`src/rtl/uds_pkg.sv`:
```
// ---------------------------------------------------------------------------
// UDS responder package
// Service codes, response constants and the decoded command item.
// ---------------------------------------------------------------------------
`timescale 1ns / 1ps

package uds_pkg;

    localparam int CFG_IDX_W     = 1;
    localparam int CFG_DATA_W    = 32;
    localparam int QUEUE_DEPTH   = 2;

    localparam logic [31:0] SEED_RESET  = 32'd1188819384;
    localparam logic [15:0] DID_RESET   = 16'h0123;
    localparam logic [15:0] ECU_ID_RESET = 16'h0078;

    localparam logic [7:0] SID_READ     = 8'h22;
    localparam logic [7:0] SID_SEC      = 8'h27;
    localparam logic [7:0] SID_WRITE    = 8'h2E;
    localparam logic [7:0] SID_NEG      = 8'h7F;
    localparam logic [7:0] SID_READ_POS = 8'h62;
    localparam logic [7:0] SID_SEC_POS  = 8'h67;
    localparam logic [7:0] SID_WRITE_POS = 8'h6E;

    localparam logic [7:0] NRC_BAD_LEN  = 8'h13;
    localparam logic [7:0] NRC_RANGE    = 8'h31;
    localparam logic [7:0] NRC_DENIED   = 8'h33;
    localparam logic [7:0] NRC_BAD_KEY  = 8'h35;

    localparam logic [7:0] SUB_SEED     = 8'h01;
    localparam logic [7:0] SUB_KEY      = 8'h02;
    localparam logic [7:0] PAD          = 8'h55;

    localparam logic [3:0] LEN_READ     = 4'd3;
    localparam logic [3:0] LEN_SEC_S    = 4'd2;
    localparam logic [3:0] LEN_SEC_L    = 4'd6;
    localparam logic [3:0] LEN_WRITE    = 4'd5;

    localparam logic [7:0] TXL_NEG      = 8'h03;
    localparam logic [7:0] TXL_READ     = 8'h05;
    localparam logic [7:0] TXL_SEED     = 8'h06;
    localparam logic [7:0] TXL_KEY      = 8'h02;
    localparam logic [7:0] TXL_WRITE    = 8'h03;

    typedef enum logic [CFG_IDX_W-1:0] {
        CFG_SEED = 1'b0,
        CFG_DID  = 1'b1
    } cfg_idx_t;

    typedef enum logic [2:0] {
        CMD_IGN,
        CMD_READ,
        CMD_FIXED,
        CMD_SEED,
        CMD_KEY,
        CMD_RESEND,
        CMD_WRITE
    } cmd_kind_t;

    typedef struct packed {
        cmd_kind_t   kind;
        logic [63:0] frame;
        logic        hit;
        logic [15:0] new_id;
    } cmd_t;

    function automatic logic [63:0] neg_frame(input logic [7:0] sid, input logic [7:0] nrc);
        return {TXL_NEG, SID_NEG, sid, nrc, PAD, PAD, PAD, PAD};
    endfunction

endpackage

```
`src/rtl/uds_single_frame_responder.sv`:
```
// ---------------------------------------------------------------------------
// UDS single-frame responder
// Answers read, security access and write services on CAN single frames.
// ---------------------------------------------------------------------------
// Channel   Direction  Handshake            Payload
// in        sink       in_valid / in_stall  operation, rx_byte0..rx_byte7
// out       source     out_valid / out_stall response_can_id, tx_byte0..tx_byte7
// cfg       sink       cfg_valid / cfg_ready cfg_index, cfg_data
//
// One item per cycle sustained while in_stall is low; a response passes the
// decode and queue write at the accepting edge, then the back-end output
// register.
// in_stall rises only when the command queue is full, i.e. out_stall has held.
// Reset sets state and configuration to defaults; cfg_ready is always high.
// ---------------------------------------------------------------------------
`timescale 1ns / 1ps

module uds_single_frame_responder
#(
    parameter int QUEUE_DEPTH = uds_pkg::QUEUE_DEPTH
)
(
    input  logic                           clk,
    input  logic                           rst_n,
    input  logic                           cfg_valid,
    output logic                           cfg_ready,
    input  logic [uds_pkg::CFG_IDX_W-1:0]  cfg_index,
    input  logic [uds_pkg::CFG_DATA_W-1:0] cfg_data,
    input  logic                           in_valid,
    output logic                           in_stall,
    input  logic                           operation,
    input  logic [7:0]                     rx_byte0,
    input  logic [7:0]                     rx_byte1,
    input  logic [7:0]                     rx_byte2,
    input  logic [7:0]                     rx_byte3,
    input  logic [7:0]                     rx_byte4,
    input  logic [7:0]                     rx_byte5,
    input  logic [7:0]                     rx_byte6,
    input  logic [7:0]                     rx_byte7,
    output logic                           out_valid,
    input  logic                           out_stall,
    output logic [15:0]                    response_can_id,
    output logic [7:0]                     tx_byte0,
    output logic [7:0]                     tx_byte1,
    output logic [7:0]                     tx_byte2,
    output logic [7:0]                     tx_byte3,
    output logic [7:0]                     tx_byte4,
    output logic [7:0]                     tx_byte5,
    output logic [7:0]                     tx_byte6,
    output logic [7:0]                     tx_byte7
);
    import uds_pkg::*;

    logic pad_unused;
    logic push;
    logic pop;
    logic queue_full;
    logic queue_valid;
    cmd_t wr_cmd;
    cmd_t head;

    // padding byte carries nothing
    assign pad_unused = ^rx_byte7;

    assign cfg_ready = 1'b1;
    assign in_stall  = queue_full;

    uds_front u_front
    (
        .clk        (clk),
        .rst_n      (rst_n),
        .cfg_valid  (cfg_valid && cfg_ready),
        .cfg_index  (cfg_index),
        .cfg_data   (cfg_data),
        .in_valid   (in_valid),
        .operation  (operation),
        .rx_byte0   (rx_byte0),
        .rx_byte1   (rx_byte1),
        .rx_byte2   (rx_byte2),
        .rx_byte3   (rx_byte3),
        .rx_byte4   (rx_byte4),
        .rx_byte5   (rx_byte5),
        .rx_byte6   (rx_byte6),
        .queue_full (queue_full),
        .push       (push),
        .cmd        (wr_cmd)
    );

    uds_cmd_fifo #(.DEPTH(QUEUE_DEPTH)) u_queue
    (
        .clk       (clk),
        .rst_n     (rst_n),
        .push      (push),
        .wr_cmd    (wr_cmd),
        .pop       (pop),
        .rd_cmd    (head),
        .not_empty (queue_valid),
        .full      (queue_full)
    );

    uds_back u_back
    (
        .clk             (clk),
        .rst_n           (rst_n),
        .head_valid      (queue_valid),
        .head            (head),
        .pop             (pop),
        .out_valid       (out_valid),
        .out_stall       (out_stall),
        .response_can_id (response_can_id),
        .tx_byte0        (tx_byte0),
        .tx_byte1        (tx_byte1),
        .tx_byte2        (tx_byte2),
        .tx_byte3        (tx_byte3),
        .tx_byte4        (tx_byte4),
        .tx_byte5        (tx_byte5),
        .tx_byte6        (tx_byte6),
        .tx_byte7        (tx_byte7)
    );

endmodule

```
`src/rtl/uds_front.sv`:
```
// ---------------------------------------------------------------------------
// UDS front end
// Holds configuration, decodes request frames into command items.
// ---------------------------------------------------------------------------
`timescale 1ns / 1ps

module uds_front
(
    input  logic                           clk,
    input  logic                           rst_n,
    input  logic                           cfg_valid,
    input  logic [uds_pkg::CFG_IDX_W-1:0]  cfg_index,
    input  logic [uds_pkg::CFG_DATA_W-1:0] cfg_data,
    input  logic                           in_valid,
    input  logic                           operation,
    input  logic [7:0]                     rx_byte0,
    input  logic [7:0]                     rx_byte1,
    input  logic [7:0]                     rx_byte2,
    input  logic [7:0]                     rx_byte3,
    input  logic [7:0]                     rx_byte4,
    input  logic [7:0]                     rx_byte5,
    input  logic [7:0]                     rx_byte6,
    input  logic                           queue_full,
    output logic                           push,
    output uds_pkg::cmd_t                  cmd
);
    import uds_pkg::*;

    logic [31:0] seed_reg;
    logic [15:0] did_reg;
    logic [3:0]  len;
    logic        known;
    logic        did_ok;
    logic        key_ok;
    logic [7:0]  s0, s1, s2, s3;

    always_ff @(posedge clk or negedge rst_n)
    begin
        if (!rst_n)
        begin
            seed_reg <= SEED_RESET;
            did_reg  <= DID_RESET;
        end
        else if (cfg_valid)
        begin
            unique case (cfg_index)
                CFG_SEED: seed_reg <= cfg_data;
                CFG_DID:  did_reg  <= cfg_data[15:0];
            endcase
        end
    end

    assign s0 = seed_reg[31:24];
    assign s1 = seed_reg[23:16];
    assign s2 = seed_reg[15:8];
    assign s3 = seed_reg[7:0];

    assign len    = rx_byte0[3:0];
    assign did_ok = ({rx_byte2, rx_byte3} == did_reg);
    assign key_ok = ((s0 ^ s1) == rx_byte3) && (8'(s1 + s2) == rx_byte4)
                 && ((s2 ^ s3) == rx_byte5) && (8'(s3 + s0) == rx_byte6);

    always_comb
    begin
        cmd.kind   = CMD_FIXED;
        cmd.frame  = '0;
        cmd.hit    = 1'b0;
        cmd.new_id = {rx_byte4, rx_byte5};
        known      = 1'b1;
        if (operation)
        begin
            cmd.kind = CMD_IGN;
        end
        else
        begin
            unique case (rx_byte1)
                SID_READ:
                begin
                    if (len != LEN_READ)
                        cmd.frame = neg_frame(SID_READ, NRC_BAD_LEN);
                    else if (did_ok)
                    begin
                        cmd.kind  = CMD_READ;
                        cmd.frame = {TXL_READ, SID_READ_POS, did_reg, 16'h0000, PAD, PAD};
                    end
                    else
                        cmd.frame = neg_frame(SID_READ, NRC_RANGE);
                end
                SID_SEC:
                begin
                    if (len != LEN_SEC_S && len != LEN_SEC_L)
                        cmd.frame = neg_frame(SID_SEC, NRC_BAD_LEN);
                    else if (len == LEN_SEC_S && rx_byte2 == SUB_SEED)
                    begin
                        cmd.kind  = CMD_SEED;
                        cmd.frame = {TXL_SEED, SID_SEC_POS, SUB_SEED, seed_reg, PAD};
                    end
                    else if (rx_byte2 == SUB_KEY)
                    begin
                        cmd.kind  = CMD_KEY;
                        cmd.hit   = key_ok;
                        cmd.frame = key_ok
                            ? {TXL_KEY, SID_SEC_POS, SUB_KEY, PAD, PAD, PAD, PAD, PAD}
                            : neg_frame(SID_SEC, NRC_BAD_KEY);
                    end
                    else
                        cmd.kind = CMD_RESEND;
                end
                SID_WRITE:
                begin
                    cmd.kind = CMD_WRITE;
                    if (len != LEN_WRITE)
                        cmd.frame = neg_frame(SID_WRITE, NRC_BAD_LEN);
                    else if (did_ok)
                    begin
                        cmd.hit   = 1'b1;
                        cmd.frame = {TXL_WRITE, SID_WRITE_POS, did_reg, PAD, PAD, PAD, PAD};
                    end
                    else
                        cmd.frame = neg_frame(SID_WRITE, NRC_RANGE);
                end
                default: known = 1'b0;
            endcase
            if (rx_byte0[7:4] != 4'h0)
                known = 1'b0;
        end
    end

    assign push = in_valid && !queue_full && known;

endmodule

```
`src/rtl/uds_cmd_fifo.sv`:
```
// ---------------------------------------------------------------------------
// UDS command queue
// Short queue of decoded command items between front and back end.
// ---------------------------------------------------------------------------
`timescale 1ns / 1ps

module uds_cmd_fifo
#(
    parameter int DEPTH = uds_pkg::QUEUE_DEPTH   // 2 or more
)
(
    input  logic          clk,
    input  logic          rst_n,
    input  logic          push,
    input  uds_pkg::cmd_t wr_cmd,
    input  logic          pop,
    output uds_pkg::cmd_t rd_cmd,
    output logic          not_empty,
    output logic          full
);
    import uds_pkg::*;

    localparam int PTR_W = $clog2(DEPTH);
    localparam int CNT_W = $clog2(DEPTH + 1);

    cmd_t             mem [DEPTH];
    logic [PTR_W-1:0] wr_ptr_reg, wr_ptr_next;
    logic [PTR_W-1:0] rd_ptr_reg, rd_ptr_next;
    logic [CNT_W-1:0] count_reg, count_next;

    always_comb
    begin
        wr_ptr_next = wr_ptr_reg;
        rd_ptr_next = rd_ptr_reg;
        count_next  = count_reg;
        if (push)
            wr_ptr_next = (wr_ptr_reg == PTR_W'(DEPTH - 1)) ? '0 : wr_ptr_reg + 1'b1;
        if (pop)
            rd_ptr_next = (rd_ptr_reg == PTR_W'(DEPTH - 1)) ? '0 : rd_ptr_reg + 1'b1;
        if (push && !pop)
            count_next = count_reg + 1'b1;
        else if (pop && !push)
            count_next = count_reg - 1'b1;
    end

    always_ff @(posedge clk or negedge rst_n)
    begin
        if (!rst_n)
        begin
            wr_ptr_reg <= '0;
            rd_ptr_reg <= '0;
            count_reg  <= '0;
        end
        else
        begin
            wr_ptr_reg <= wr_ptr_next;
            rd_ptr_reg <= rd_ptr_next;
            count_reg  <= count_next;
        end
    end

    always_ff @(posedge clk)
    begin
        if (push)
            mem[wr_ptr_reg] <= wr_cmd;
    end

    assign rd_cmd    = mem[rd_ptr_reg];
    assign not_empty = (count_reg != '0);
    assign full      = (count_reg == CNT_W'(DEPTH));

endmodule

```
`src/rtl/uds_back.sv`:
```
// ---------------------------------------------------------------------------
// UDS back end
// Session state, identifier handling and the response output register.
// ---------------------------------------------------------------------------
`timescale 1ns / 1ps

module uds_back
(
    input  logic          clk,
    input  logic          rst_n,
    input  logic          head_valid,
    input  uds_pkg::cmd_t head,
    output logic          pop,
    output logic          out_valid,
    input  logic          out_stall,
    output logic [15:0]   response_can_id,
    output logic [7:0]    tx_byte0,
    output logic [7:0]    tx_byte1,
    output logic [7:0]    tx_byte2,
    output logic [7:0]    tx_byte3,
    output logic [7:0]    tx_byte4,
    output logic [7:0]    tx_byte5,
    output logic [7:0]    tx_byte6,
    output logic [7:0]    tx_byte7
);
    import uds_pkg::*;

    logic        seed_issued_reg, seed_issued_next;
    logic        unlocked_reg, unlocked_next;
    logic [15:0] cur_id_reg, cur_id_next;
    logic [15:0] staged_id_reg, staged_id_next;
    logic [63:0] last_reg, last_next;
    logic        out_valid_reg, out_valid_next;
    logic [15:0] can_id_reg;
    logic [63:0] frame_reg;
    logic [63:0] resp;
    logic        issue;
    logic        emit;

    assign issue = head_valid && (!out_valid_reg || !out_stall);
    assign pop   = issue;

    always_comb
    begin
        resp             = head.frame;
        emit             = 1'b1;
        seed_issued_next = seed_issued_reg;
        unlocked_next    = unlocked_reg;
        cur_id_next      = cur_id_reg;
        staged_id_next   = staged_id_reg;
        unique case (head.kind)
            CMD_IGN:
            begin
                emit        = 1'b0;
                cur_id_next = staged_id_reg;
            end
            CMD_READ:   resp = {head.frame[63:32], cur_id_reg, head.frame[15:0]};
            CMD_FIXED:  ;
            CMD_SEED:   seed_issued_next = 1'b1;
            CMD_KEY:
            begin
                if (!seed_issued_reg)
                    resp = last_reg;
                else if (head.hit)
                    unlocked_next = 1'b1;
            end
            CMD_RESEND: resp = last_reg;
            CMD_WRITE:
            begin
                if (!unlocked_reg)
                    resp = neg_frame(SID_WRITE, NRC_DENIED);
                else if (head.hit)
                    staged_id_next = head.new_id;
            end
            default:    emit = 1'b0;
        endcase
        if (!issue)
        begin
            emit             = 1'b0;
            seed_issued_next = seed_issued_reg;
            unlocked_next    = unlocked_reg;
            cur_id_next      = cur_id_reg;
            staged_id_next   = staged_id_reg;
        end
        last_next      = emit ? resp : last_reg;
        out_valid_next = emit || (out_valid_reg && out_stall);
    end

    always_ff @(posedge clk or negedge rst_n)
    begin
        if (!rst_n)
        begin
            seed_issued_reg <= 1'b0;
            unlocked_reg    <= 1'b0;
            cur_id_reg      <= ECU_ID_RESET;
            staged_id_reg   <= ECU_ID_RESET;
            last_reg        <= '0;
            out_valid_reg   <= 1'b0;
        end
        else
        begin
            seed_issued_reg <= seed_issued_next;
            unlocked_reg    <= unlocked_next;
            cur_id_reg      <= cur_id_next;
            staged_id_reg   <= staged_id_next;
            last_reg        <= last_next;
            out_valid_reg   <= out_valid_next;
        end
    end

    always_ff @(posedge clk)
    begin
        if (emit)
        begin
            can_id_reg <= cur_id_reg;
            frame_reg  <= resp;
        end
    end

    assign out_valid       = out_valid_reg;
    assign response_can_id = can_id_reg;
    assign tx_byte0        = frame_reg[63:56];
    assign tx_byte1        = frame_reg[55:48];
    assign tx_byte2        = frame_reg[47:40];
    assign tx_byte3        = frame_reg[39:32];
    assign tx_byte4        = frame_reg[31:24];
    assign tx_byte5        = frame_reg[23:16];
    assign tx_byte6        = frame_reg[15:8];
    assign tx_byte7        = frame_reg[7:0];

endmodule

```
`config.mk`:
```
export PLATFORM = sky130hd
export DESIGN_NAME = uds_single_frame_responder
export DESIGN_NICKNAME = d
export VERILOG_FILES = /design/src/rtl/uds_pkg.sv /design/src/rtl/uds_single_frame_responder.sv /design/src/rtl/uds_front.sv /design/src/rtl/uds_cmd_fifo.sv /design/src/rtl/uds_back.sv
export SDC_FILE = /design/constraint.sdc
export NUM_CORES = 1
export LEC_CHECK = 0
export ABC_AREA = 1
export BUFFER_PORTS_ARGS = -buffer_cell sky130_fd_sc_hd__buf_4
export CORE_MARGIN = 3
export CORE_UTILIZATION = 60
export CTS_BUF_LIST = sky130_fd_sc_hd__clkbuf_4 sky130_fd_sc_hd__clkbuf_8
export DETAILED_ROUTE_END_ITERATION = 10
export GPL_ROUTABILITY_DRIVEN = 0
export PLACE_DENSITY = 0.82
export SKIP_LAST_GASP = 1
export SLEW_MARGIN = 20
export SYNTH_ARGS = -nofsm -noshare
export SYNTH_HDL_FRONTEND = slang
export SYNTH_SLANG_ARGS = --single-unit
```
`constraint.sdc`:
```
create_clock -name clk -period 4.59 [get_ports clk]
set_input_delay 0.459 -clock clk [delete_from_list [all_inputs] [get_ports clk]]
set_output_delay 0.459 -clock clk [all_outputs]
set_load 0.05 [all_outputs]
```
==> summary.md, run 1 <==
| Metric | Value |
|---|---|
| #FFs+latches synth | `365` |
| CTS resizes | `0` |
| Rel. slew slack | `30.06%` |
| Critical path required time | `5080 ps` |
| Die area | `29030 sq um` |
| Share of cells above drive strength 1 | `22.59%` |
| Core ar. | `26280 sq um` |
| Sum Neg Setup Slack | `0 ps` |
| Initial antenna violation count | `0` |
| Routed WL per cell | `17.85 um` |
| Fin util | `72.54%` |
| Worst R2R Path Depth | `9` |
| Vias in the first global route | `11490` |
| Maxcap violations | `0` |
| Share of power burned in registers | `40.0%` |
| Core Rows | `59` |
| Routed WL | `38060 um` |
| Clock power share | `21.7%` |
| Setup crit end | `u_back.last_reg[54]` |
| Slew Viols, Final | `0` |
| Kind of critical path | `reg2reg` |
| CTS hold repair buffers | `1` |
| # clock sinks | `365` |
| CTS Root Cell | `clkbuf_8` |
| Pleak | `0.008406 uW` |
| Antenna diodes | `0` |
| First-pass GRT wire length | `59330 um` |
| Yosys top cell area share | `39.63%` |
| Tcrit/Tclk final | `75.66%` |
| WP data arrival | `3960 ps` |
| Worst-margin pin slew | `1045 ps` |
| Synth Instances | `1556` |
| Post-synth EDFFs | `214` |
| Synth Flop Type | `edfxtp_1` |
| Hold Crit Class | `in2reg` |
| Pre-CTS WS | `1165 ps` |
| Crit path time final | `3473 ps` |
| Final ANT Viol Nets | `0` |
| Logic gate share of total power | `38.3%` |
| Sequential element share of the synthesized area | `63.17%` |
| CP max stage delay | `710 ps` |
| Worst-path clk slew | `60 ps` |
| Grt ovf | `0` |
| Worst IR drop on VDD | `0.0004408 V` |
| Worst setup margin | `1117 ps` |
| Crit-path max FO | `67` |
| Mapped cell area | `16210 sq um` |
| Num CTS Buffers | `56` |
| Endpoints failing setup | `0` |
| Die height | `170.4 um` |
| Commonest non-fill, non-tap cell in the layout | `nand2_1` |
| Vias per cell | `5.611` |
| PwrDens | `675.4 nW/um^2` |
| Outcome | `finished clean` |
| Register Area | `10240 sq um` |
| Skew final | `17.83 ps` |
| DIE WIDTH | `170.4 um` |
| Hpwl dp | `26510 um` |
| Final Hold Viols | `0` |
| Top cells by area, synth | `edfxtp_1 (40%), dfrtp_1 (19%), nand2_1 (8.3%), dfstp_2 (4.9%), inv_1 (4.5%)` |
| CTS Buffer Depth | `3` |
| Residual DRC | `0` |
| F_max | `288.0 MHz` |
| Post-synth top area cell | `edfxtp_1` |
| Setup bufs post-CTS | `0` |
| Most frequent cells in the layout | `nand2_1 (358), edfxtp_1 (214), inv_1 (194)` |
| IO Count | `186` |
| YS warnings | `0` |
| Nets@finish | `1869` |
| Worst r2r dst | `u_back.last_reg[54]` |
| Total track usage | `25.95%` |
| P&R area growth vs syn | `17.57%` |
| R2R setup slack | `1120 ps` |
| Largest register FFs | `134` |
| Syn avg cell area | `10.42 sq um` |
| CP cell instances | `buf_4 -> mux2i_4 -> a21oi_1 -> nand2_1 -> nand3_2 -> inv_4 -> buf_4 -> nand2_1 -> o21ai_0` |
| Netlist cell types | `52` |
| Crit path launch | `u_queue.rd_ptr_reg` |
| Slowest CP cell | `buf_4` |
| CP Launch Type | `flop` |
| Multi-input gate area | `4974 sq um` |
| Syn_nets | `1676` |
| H-tree lvl count | `2` |
| CTS tree | `done` |
| Async S/R FF share, synth | `41.37%` |
| 1st-iter DRT viols | `1254` |
| Pin count of the biggest net entering global routing | `90` |
| Via Count | `11960` |
| Cell Int Power | `7772 uW` |
| Switching share of power | `39.64%` |
| Fillers | `1814` |
| Reg-to-reg startpoint | `u_queue.rd_ptr_reg` |
| Skew-Pair Late Insertion Delay | `590 ps` |
| RSZ-0062 raised after global routing | `false` |
| Critical path endpoint category | `flop` |
| Router iterations before antenna repair | `5` |
| P_sw | `5103 uW` |
| Port bufs | `176` |
| Initial Util | `61.70%` |
-- synth_stat cells, types with 2 or more instances --
library cell  number
nand4_1            9
ha_1              15
buf_1              2
buf_2             16
inv_1            194
edfxtp_1         214
o21a_1             3
a21oi_1           53
o21ai_0           85
mux2_2            17
nor3_1             3
a31oi_1           24
nor2_4             2
o211ai_2          15
dfstp_2           30
nor2_2             5
buf_4              7
clkbuf_1          29
xor2_1            10
or2_2             31
o21ai_1           30
nand3_1           38
o221ai_1           8
nand2_1          359
o22ai_1           13
mux2i_1           10
inv_2              3
buf_6              2
clkinv_1           2
nand3b_1           9
nor4_1             2
o211ai_1          37
xnor2_1           19
nor2_1           121
dfrtp_1          121
fa_1               2
-- metrics by stage --
| stage | instance area, sq um | hold slack, ps | std cells | power, uW |
|---|---|---|---|---|
| after detailed placement | 17850 | 473.3 | 2025 | 10110 |
| final | 19060 | 75.03 | 2132 | 12870 |
| after CTS | 19060 | 51.33 | 2132 | 12920 |
| after global routing | 19060 | 48.92 | 2132 | 13550 |
| after floorplan | 16220 | 163.4 | 1556 | 8691 |
| after global placement | 17850 | 466.0 | 2025 | 9923 |
-- power by group through the flow --
stage                     registers (uW)  clock network, uW  logic [uW]
after CTS                           5150               2830        4940
after global placement              5170                  0        4750
after floorplan                     6420                  0        2270
final                               5150               2800        4930
after detailed placement            5200                  0        4910
after global routing                5240               2990        5320
-- cell families (layout without fill, tap and decap cells) --
family	after synthesis	after routing	synth area share [%]
AO/OA/AOI/OAI	275	275	10.46
XOR/XNOR	29	29	1.566
adder cells (fa/ha/maj)	17	17	1.404
buffers and inverters	255	496	6.281
flip-flops	365	365	63.17
multiplexers	28	28	1.937
other	1	1	0.02313
AND/OR/NAND/NOR	586	586	15.16
-- worst min-delay path by stage --
stage                     startpoint                    endpoint  slack (ps)  cells after the start
2_1_floorplan                  rst_n        u_back.cur_id_reg[0]         160                      0
3_3_place_gp    u_back.cur_id_reg[7]   u_back.response_can_id[7]         470                      0
3_5_place_dp   u_back.cur_id_reg[15]  u_back.response_can_id[15]         470                      0
4_1_cts                  rx_byte4[2]          u_queue.mem[0][10]          50                      1
5_1_grt                  rx_byte4[2]          u_queue.mem[0][10]          50                      1
6_report                 rx_byte4[2]          u_queue.mem[0][10]          80                      1
-- cell type report --
| class | count | area share [%] |
|---|---|---|
| Sequential cell | 365 | 53.73 |
| Multi-Input combinational cell | 936 | 26.09 |
| Timing Repair Buffer | 191 | 7.751 |
| Clock buffer | 91 | 5.717 |
| Inverter | 199 | 3.931 |
| Tap cell | 335 | 2.199 |
| Clock inverter | 15 | 0.5776 |
-- layer usage --
metal	vias to the layer above	routed length [um]	GRT usage, %
met5	-	0	0
met4	0	1518	10.83
met3	113	3074	4.901
met2	575	17840	41.10
met1	5662	15630	35.79
li1	5612	-	-
-- worst max-delay path: cells and delay by family, from the launching register on --
| kind | cells | cell delay [ps] |
|---|---|---|
| muxes | 1 | 440 |
| and+or+nand+nor | 3 | 700 |
| buffers and inverters | 3 | 1560 |
| DFF | 1 | 370 |
| AOI/OAI and AO/OA | 2 | 250 |
Power figures use the tool's default switching activity.
==> run 2: changes to the inputs <==
ABC_AREA = 0   (was 1)
CORE_UTILIZATION = 55   (was 60)
PLACE_DENSITY = 0.79   (was 0.82)
clock period = 2.79 ns   (was 4.59 ns; I/O delays follow)
==> run 2 against run 1 <==
Net effect: the run now ends with setup timing left; die area grew 5.7%; count of clock-buffer cells in the layout fell by 11; register-to-register slack got worse by 1300 ps; worst hold slack improved by 14 ps; wire length decreased by 2.0%; clock skew up 8.6 ps; critical path type unchanged.
==> summary.md, run 2 <==
| Metric | Value |
|---|---|
| Crit-path max FO | `5` |
| P&R area growth vs syn | `25.89%` |
| Slew Viols, Final | `0` |
| Most frequent cell after synthesis | `edfxtp_1` |
| Synth Area in Simple Gates | `7.393%` |
| Synth top cells by count | `edfxtp_1 (214), dfrtp_1 (121), mux2_2 (98), nand2_1 (69), mux2i_1 (66)` |
| 1st-iter DRT viols | `941` |
| Async S/R FF share, synth | `41.37%` |
| Nets@finish | `1532` |
| Initial Util | `56.19%` |
| Routed WL per cell | `20.32 um` |
| Cell Int Power | `13880 uW` |
| Vias per cell | `5.608` |
| #FFs+latches synth | `365` |
| Skew-Pair Late Insertion Delay | `610 ps` |
| Share of cells above drive strength 1 | `34.50%` |
| Post-synth top area cell | `edfxtp_1` |
| # clock sinks | `365` |
| Kind of critical path | `reg2reg` |
| Final ANT Viol Nets | `0` |
| Worst-path clk slew | `70 ps` |
| Port bufs | `176` |
| Hpwl dp | `26050 um` |
| YS warnings | `0` |
| GR Util met1 | `33.40%` |
| Antenna diodes | `0` |
| F_max | `331.4 MHz` |
| Worst IR drop on VDD | `0.0006315 V` |
| Sum Neg Setup Slack | `-2437 ps` |
| Mux share of post-synthesis cell area | `11.35%` |
| CTS Buffer Depth | `3` |
| Num CTS Buffers | `55` |
| Total track usage | `24.43%` |
| Commonest non-fill, non-tap cell in the layout | `buf_4` |
| Grt ovf | `0` |
| Core Rows | `61` |
| Grt met2 use | `38.82%` |
| RSZ-0062 raised after global routing | `true` |
| WP data arrival | `3330 ps` |
| Fillers | `1832` |
| Failing checks | `setup timing` |
| DIE WIDTH | `175.2 um` |
| Syn_nets | `1220` |
| Xor and xnor fraction of the mapped netlist area | `5.000%` |
| Gr busiest metal | `met2` |
| Post-synth EDFFs | `214` |
| Synth Instances | `1100` |
| Rel. slew slack | `47.97%` |
| PwrDens | `1111 nW/um^2` |
| Area fraction in compound gates after synthesis | `8.219%` |
| Top cells by area, synth | `edfxtp_1 (41%), dfrtp_1 (19%), mux2_2 (7.0%), dfstp_2 (5.0%), mux2i_1 (4.2%)` |
| Router iterations before antenna repair | `6` |
| H-tree lvl count | `2` |
| Outcome | `finished with violations` |
| Total power | `22020 uW` |
| CP max stage delay | `600 ps` |
| Inst Count DP | `1682` |
| Netlist cell types | `65` |
| Adder-cell area share of the yosys netlist | `1.447%` |
| Yosys top cell area share | `40.83%` |
| Critical path required time | `3100 ps` |
| Residual DRC | `0` |
| Slowest CP cell | `or4_4` |
| Clock power share | `21.4%` |
| Initial antenna violation count | `2` |
| Critical path endpoint category | `flop` |
| Synth Flop Type | `edfxtp_1` |
| P_sw | `8144 uW` |
| Routed WL | `37310 um` |
| Pin count of the biggest net entering global routing | `61` |
| Logic gate share of total power | `39.2%` |
| Final Hold Viols | `0` |
| CTS tree | `done` |
| Grt met3 use | `5.541%` |
| CP cell instances | `buf_4 -> ha_1 -> a21oi_1 -> o2111ai_1 -> xnor2_1 -> o221ai_1 -> or4_4 -> nor4_4 -> buf_4 -> o22ai_1` |
| Die area | `30680 sq um` |
| Syn avg cell area | `14.31 sq um` |
| Share of power burned in registers | `39.3%` |
| Mapped cell area | `15740 sq um` |
| Most frequent cells in the layout | `buf_4 (245), edfxtp_1 (214), dfrtp_1 (120)` |
| Crit path time final | `3018 ps` |
| Tcrit/Tclk final | `108.2%` |
| First-pass GRT wire length | `57930 um` |
| CTS Root Cell | `clkbuf_8` |
| Sequential element share of the synthesized area | `65.07%` |
| Largest family of logic cells by synthesized area | `multiplexers` |
| CP Launch Type | `flop` |
| Vias in the first global route | `10630` |
| Core ar. | `28010 sq um` |
| Hold Crit Class | `in2reg` |
| Pleak | `0.008292 uW` |
| Worst-margin pin slew | `777.9 ps` |
| Largest register FFs | `134` |
| CP most frequent cell | `buf_4` |
| Skew final | `26.42 ps` |
| Switching share of power | `36.99%` |
| Endpoints failing setup | `16` |
| Maxcap violations | `0` |
| Final std cells w/o fill | `1836` |
| IO Count | `186` |
| Die height | `175.2 um` |
| Via Count | `10300` |
| Worst setup margin | `-227.8 ps` |
-- run 2: cell count changes after synthesis, sizes merged, moves of 56 or more --
cell,change
inv,-191
nor2,-63
nand2,-291
mux2i,+56
mux2,+81
o21ai,-81
-- run 2: area by class of cell --
type                    instances  area (sq um)  share of cell area (%)
well taps                     378         473.0                   2.387
inverters                       6         22.52                  0.1137
flip-flops and latches        365         10250                   51.71
clock buffers                  80          1001                   5.051
multi-input cells             680          5341                   26.96
clock inverters                23         220.2                   1.111
repair buffers                304          2511                   12.67
-- run 2: stage by stage --
step	area (sq um)	utilization, %	setup WS, ps	hold slack, ps
4_1_cts	19800	70.67	-239.9	63.89
6_report	19820	70.74	-227.8	89.08
2_1_floorplan	15780	-	-178.5	-16.59
5_1_grt	19820	70.74	-364.4	74.74
3_3_place_gp	18050	64.46	-384.5	230.3
3_5_place_dp	18060	64.48	-437.2	229.0
-- run 2: timing repair --
| item | CTS | global route |
|---|---|---|
| resized for setup | 3 | 3 |
| pin swaps | 7 | 1 |
| hold buffers | 50 | 0 |
| hold endpoints to repair | 121 | 0 |
| buffers inserted | 0 | 1 |
| endpoints found under the setup margin | 18 | 18 |
-- run 2: worst max-delay path: cells and delay by family (launching register included) --
kind | cells | cell delay, ps
simple gates | 2 | 740
compound gates | 4 | 680
flops | 1 | 560
buf+inv | 2 | 310
fa+ha+maj | 1 | 220
xor+xnor | 1 | 220
-- run 2: logic make-up after synthesis --
family	count (synthesis)
buffers and inverters	55
AO/OA/AOI/OAI	195
AND/OR/NAND/NOR	231
XOR/XNOR	71
multiplexers	165
other	1
adder cells (fa/ha/maj)	17
flip-flops	365
-- run 2: routing by layer --
layer,wire length (um),vias to the layer above
met5,34,-
met4,1225,4
met3,3100,93
met2,17560,436
met1,15400,5054
li1,-,4710
-- run 2: power by group through the flow --
stage	logic [uW]	registers [uW]	clock network [uW]
2_1_floorplan	3880	10700	0
3_3_place_gp	8370	8670	0
3_5_place_dp	8570	8750	0
4_1_cts	8680	8670	4790
5_1_grt	9200	8820	5060
6_report	8640	8660	4710
-- run 2: final timing paths --
check | from | to | slack [ps] | cells after the start
min | operation | u_queue.mem[0][16] | 90 | 2
max reg2reg | u_front.seed_reg[25] | u_queue.mem[1][59] | -230 | 10
max in group asynchronous | rst_n | u_back.last_reg[56] | 1860 | 3
min in group asynchronous | rst_n | u_back.last_reg[47] | 190 | 2
min reg2reg | u_back.last_reg[55] | u_back.last_reg[55] | 480 | 1
max | u_front.seed_reg[25] | u_queue.mem[1][59] | -230 | 10
==> run 3: changes to the inputs <==
CORE_UTILIZATION = 35   (was 55)
PLACE_DENSITY = default   (was 0.79)
==> run 3 against run 2 <==
Net effect: clock power hardly changed; global-route usage is 7.6 points lower; cell area increased by 2.2%; critical path depth did not move; critical endpoint unchanged; largest cell class unchanged; sequential power is essentially flat; wire length grew 7.7%; via count shrank 2.1%; sequential share of layout area decreased by 1.1 points; the flow still finishes with violations (setup timing); die area up 55%; sequential cell count stayed put; first-iteration DRC count decreased by 40%.
==> summary.md, run 3 (synthesis gave the netlist of run 2 again) <==
| Metric | Value |
|---|---|
| Outcome | `finished with violations` |
| Failing checks | `setup timing` |
| P&R area growth vs syn | `28.60%` |
| Kind of critical path | `reg2reg` |
| Buf/Inv on CP | `1` |
| Final std cells w/o fill | `2072` |
| CP most frequent cell | `nand4_1` |
| Total power | `22070 uW` |
| Critical path endpoint category | `flop` |
| Worst setup margin | `-326.5 ps` |
| Post-DP Area | `18430 sq um` |
| Vias in the first global route | `10180` |
| Reg-to-reg startpoint | `u_front.seed_reg[16]` |
| Logic gate share of total power | `39.4%` |
| Initial Util | `35.52%` |
| Nets@finish | `1547` |
| DIE WIDTH | `218.1 um` |
| P_sw | `8317 uW` |
| RSZ-0062 raised after global routing | `true` |
| Routed WL | `40200 um` |
| Port bufs | `176` |
| F_max | `320.9 MHz` |
| Total track usage | `16.83%` |
| Cell Int Power | `13750 uW` |
| CP Launch Type | `flop` |
| Share of cells above drive strength 1 | `35.29%` |
| Slew Viols, Final | `0` |
| CP cell instances | `ha_4 -> fa_2 -> xnor2_2 -> nand4_1 -> nor4_2 -> nand4_1 -> or4_4 -> nor4_4 -> buf_6 -> o22ai_4` |
| Clock power share | `21.3%` |
| Core ar. | `44320 sq um` |
| # clock sinks | `365` |
| Worst IR drop on VDD | `0.0005793 V` |
| Via Count | `10080` |
| Critical path required time | `3160 ps` |
| Skew-Pair Late Insertion Delay | `660 ps` |
| Register Area | `10250 sq um` |
| Final Hold Viols | `0` |
| Hold Crit Class | `in2reg` |
| IO Count | `186` |
| Vias per cell | `4.866` |
| WP data arrival | `3490 ps` |
| Worst-margin pin slew | `733.3 ps` |
| 1st-iter DRT viols | `564` |
| Commonest non-fill, non-tap cell in the layout | `buf_4` |
| Switching share of power | `37.69%` |
| Hold Path Origin | `in_valid` |
| Final ANT Viol Nets | `0` |
| Slowest CP cell | `or4_4` |
| Router iterations before antenna repair | `5` |
| CP max stage delay | `600 ps` |
| CTS tree | `done` |
| Design Area, Final | `20240 sq um` |
| Crit-path max FO | `5` |
| Largest register FFs | `134` |
| Pleak | `0.008365 uW` |
| Residual DRC | `0` |
| First-pass GRT wire length | `61050 um` |
| H-tree lvl count | `2` |
| Die area | `47550 sq um` |
| Rel. slew slack | `51.11%` |
| CTS Buffer Depth | `3` |
| Tcrit/Tclk final | `111.7%` |
| Inst Count DP | `1903` |
| PwrDens | `1090 nW/um^2` |
| Crit path launch | `u_front.seed_reg[16]` |
| Share of power burned in registers | `39.3%` |
| Hpwl dp | `29090 um` |
| CTS Root Cell | `clkbuf_8` |
| Most frequent cells in the layout | `buf_4 (250), edfxtp_1 (214), dfrtp_1 (120)` |
| Skew final | `29.71 ps` |
| Worst-path clk slew | `60 ps` |
| Endpoints failing setup | `18` |
| Crit path max-delay family | `simple AND/OR/NAND/NOR gates` |
| Crit path time final | `3117 ps` |
| Core Rows | `77` |
| Grt ovf | `0` |
| Routed WL per cell | `19.40 um` |
| Fillers | `4055` |
| Pin count of the biggest net entering global routing | `84` |
| Initial antenna violation count | `0` |
| Maxcap violations | `0` |
| Hold Worst Slack | `55.18 ps` |
| Num CTS Buffers | `60` |
| Die height | `218.1 um` |
| Multi-input gate area | `5368 sq um` |
-- run 3: changes by cell type in the layout (fill, tap and decap cells not counted), moves of 2 or more --
cell	previous run	this run
bufinv_16	4	2
buf_4	245	250
clkinv_4	0	2
o21ai_2	0	3
clkinv_2	6	8
buf_12	8	12
o21ai_1	8	5
clkinv_1	10	18
-- run 3: layer usage --
layer / global-route usage (%) / routed length, um / vias to the layer above
met4: 5.806 / 1006 / 0
met1: 24.07 / 18940 / 4975
li1: - / - / 4746
met2: 25.85 / 18050 / 291
met3: 3.065 / 2212 / 71
met5: 0 / 0 / -
-- run 3: power by group through the flow --
| stage | Sequential (uW) | Clock (uW) | Combinational (uW) |
|---|---|---|---|
| 6_report | 8670 | 4700 | 8700 |
| 5_1_grt | 8850 | 5110 | 9350 |
| 4_1_cts | 8690 | 4870 | 8780 |
| 3_5_place_dp | 8790 | 0 | 8680 |
| 3_3_place_gp | 8720 | 0 | 8600 |
| 2_1_floorplan | 10700 | 0 | 3880 |
-- run 3: path summary, 6_finish.rpt --
kind / to / slack [ps] / depth (start not counted)
setup / recovery: u_queue.mem[1][59] / -330 / 10
min in group asynchronous: u_back.last_reg[4] / 210 / 2
max in group asynchronous: u_front.seed_reg[7] / 1650 / 3
hold / removal: u_queue.wr_ptr_reg / 60 / 3
hold reg to reg: u_back.last_reg[60] / 470 / 1
setup reg to reg: u_queue.mem[1][59] / -330 / 10
-- run 3: area by class of cell --
type / instances / area share (%)
clock inverters: 32 / 0.9890
diodes: 1 / 0.01236
repair buffers: 314 / 13.04
well taps: 592 / 3.659
inverters: 6 / 0.1113
multi-input cells: 680 / 26.52
flip-flops and latches: 365 / 50.62
clock buffers: 82 / 5.050
-- run 3: metrics by stage --
step	utilization, %	setup WS, ps	setup TNS, ps
2_1_floorplan	-	-178.5	-3397
3_3_place_gp	41.58	-428.7	-5356
5_1_grt	45.67	-416.8	-6862
6_report	45.67	-326.5	-4972
3_5_place_dp	41.58	-484.2	-6607
4_1_cts	45.53	-287.3	-4296
-- run 3: tightest hold or removal path, stage by stage --
cell and delay, ps:
buf_4 80, o221a_2 220, xor2_1 80
-- run 3: what timing repair did --
item / 4_1_cts / 5_1_grt
resized for setup: 3 / 10
hold buffers: 50 / 0
hold endpoints to repair: 125 / 0
pin swaps: 5 / 10
buffers inserted: 2 / 2
endpoints found under the setup margin: 18 / 24
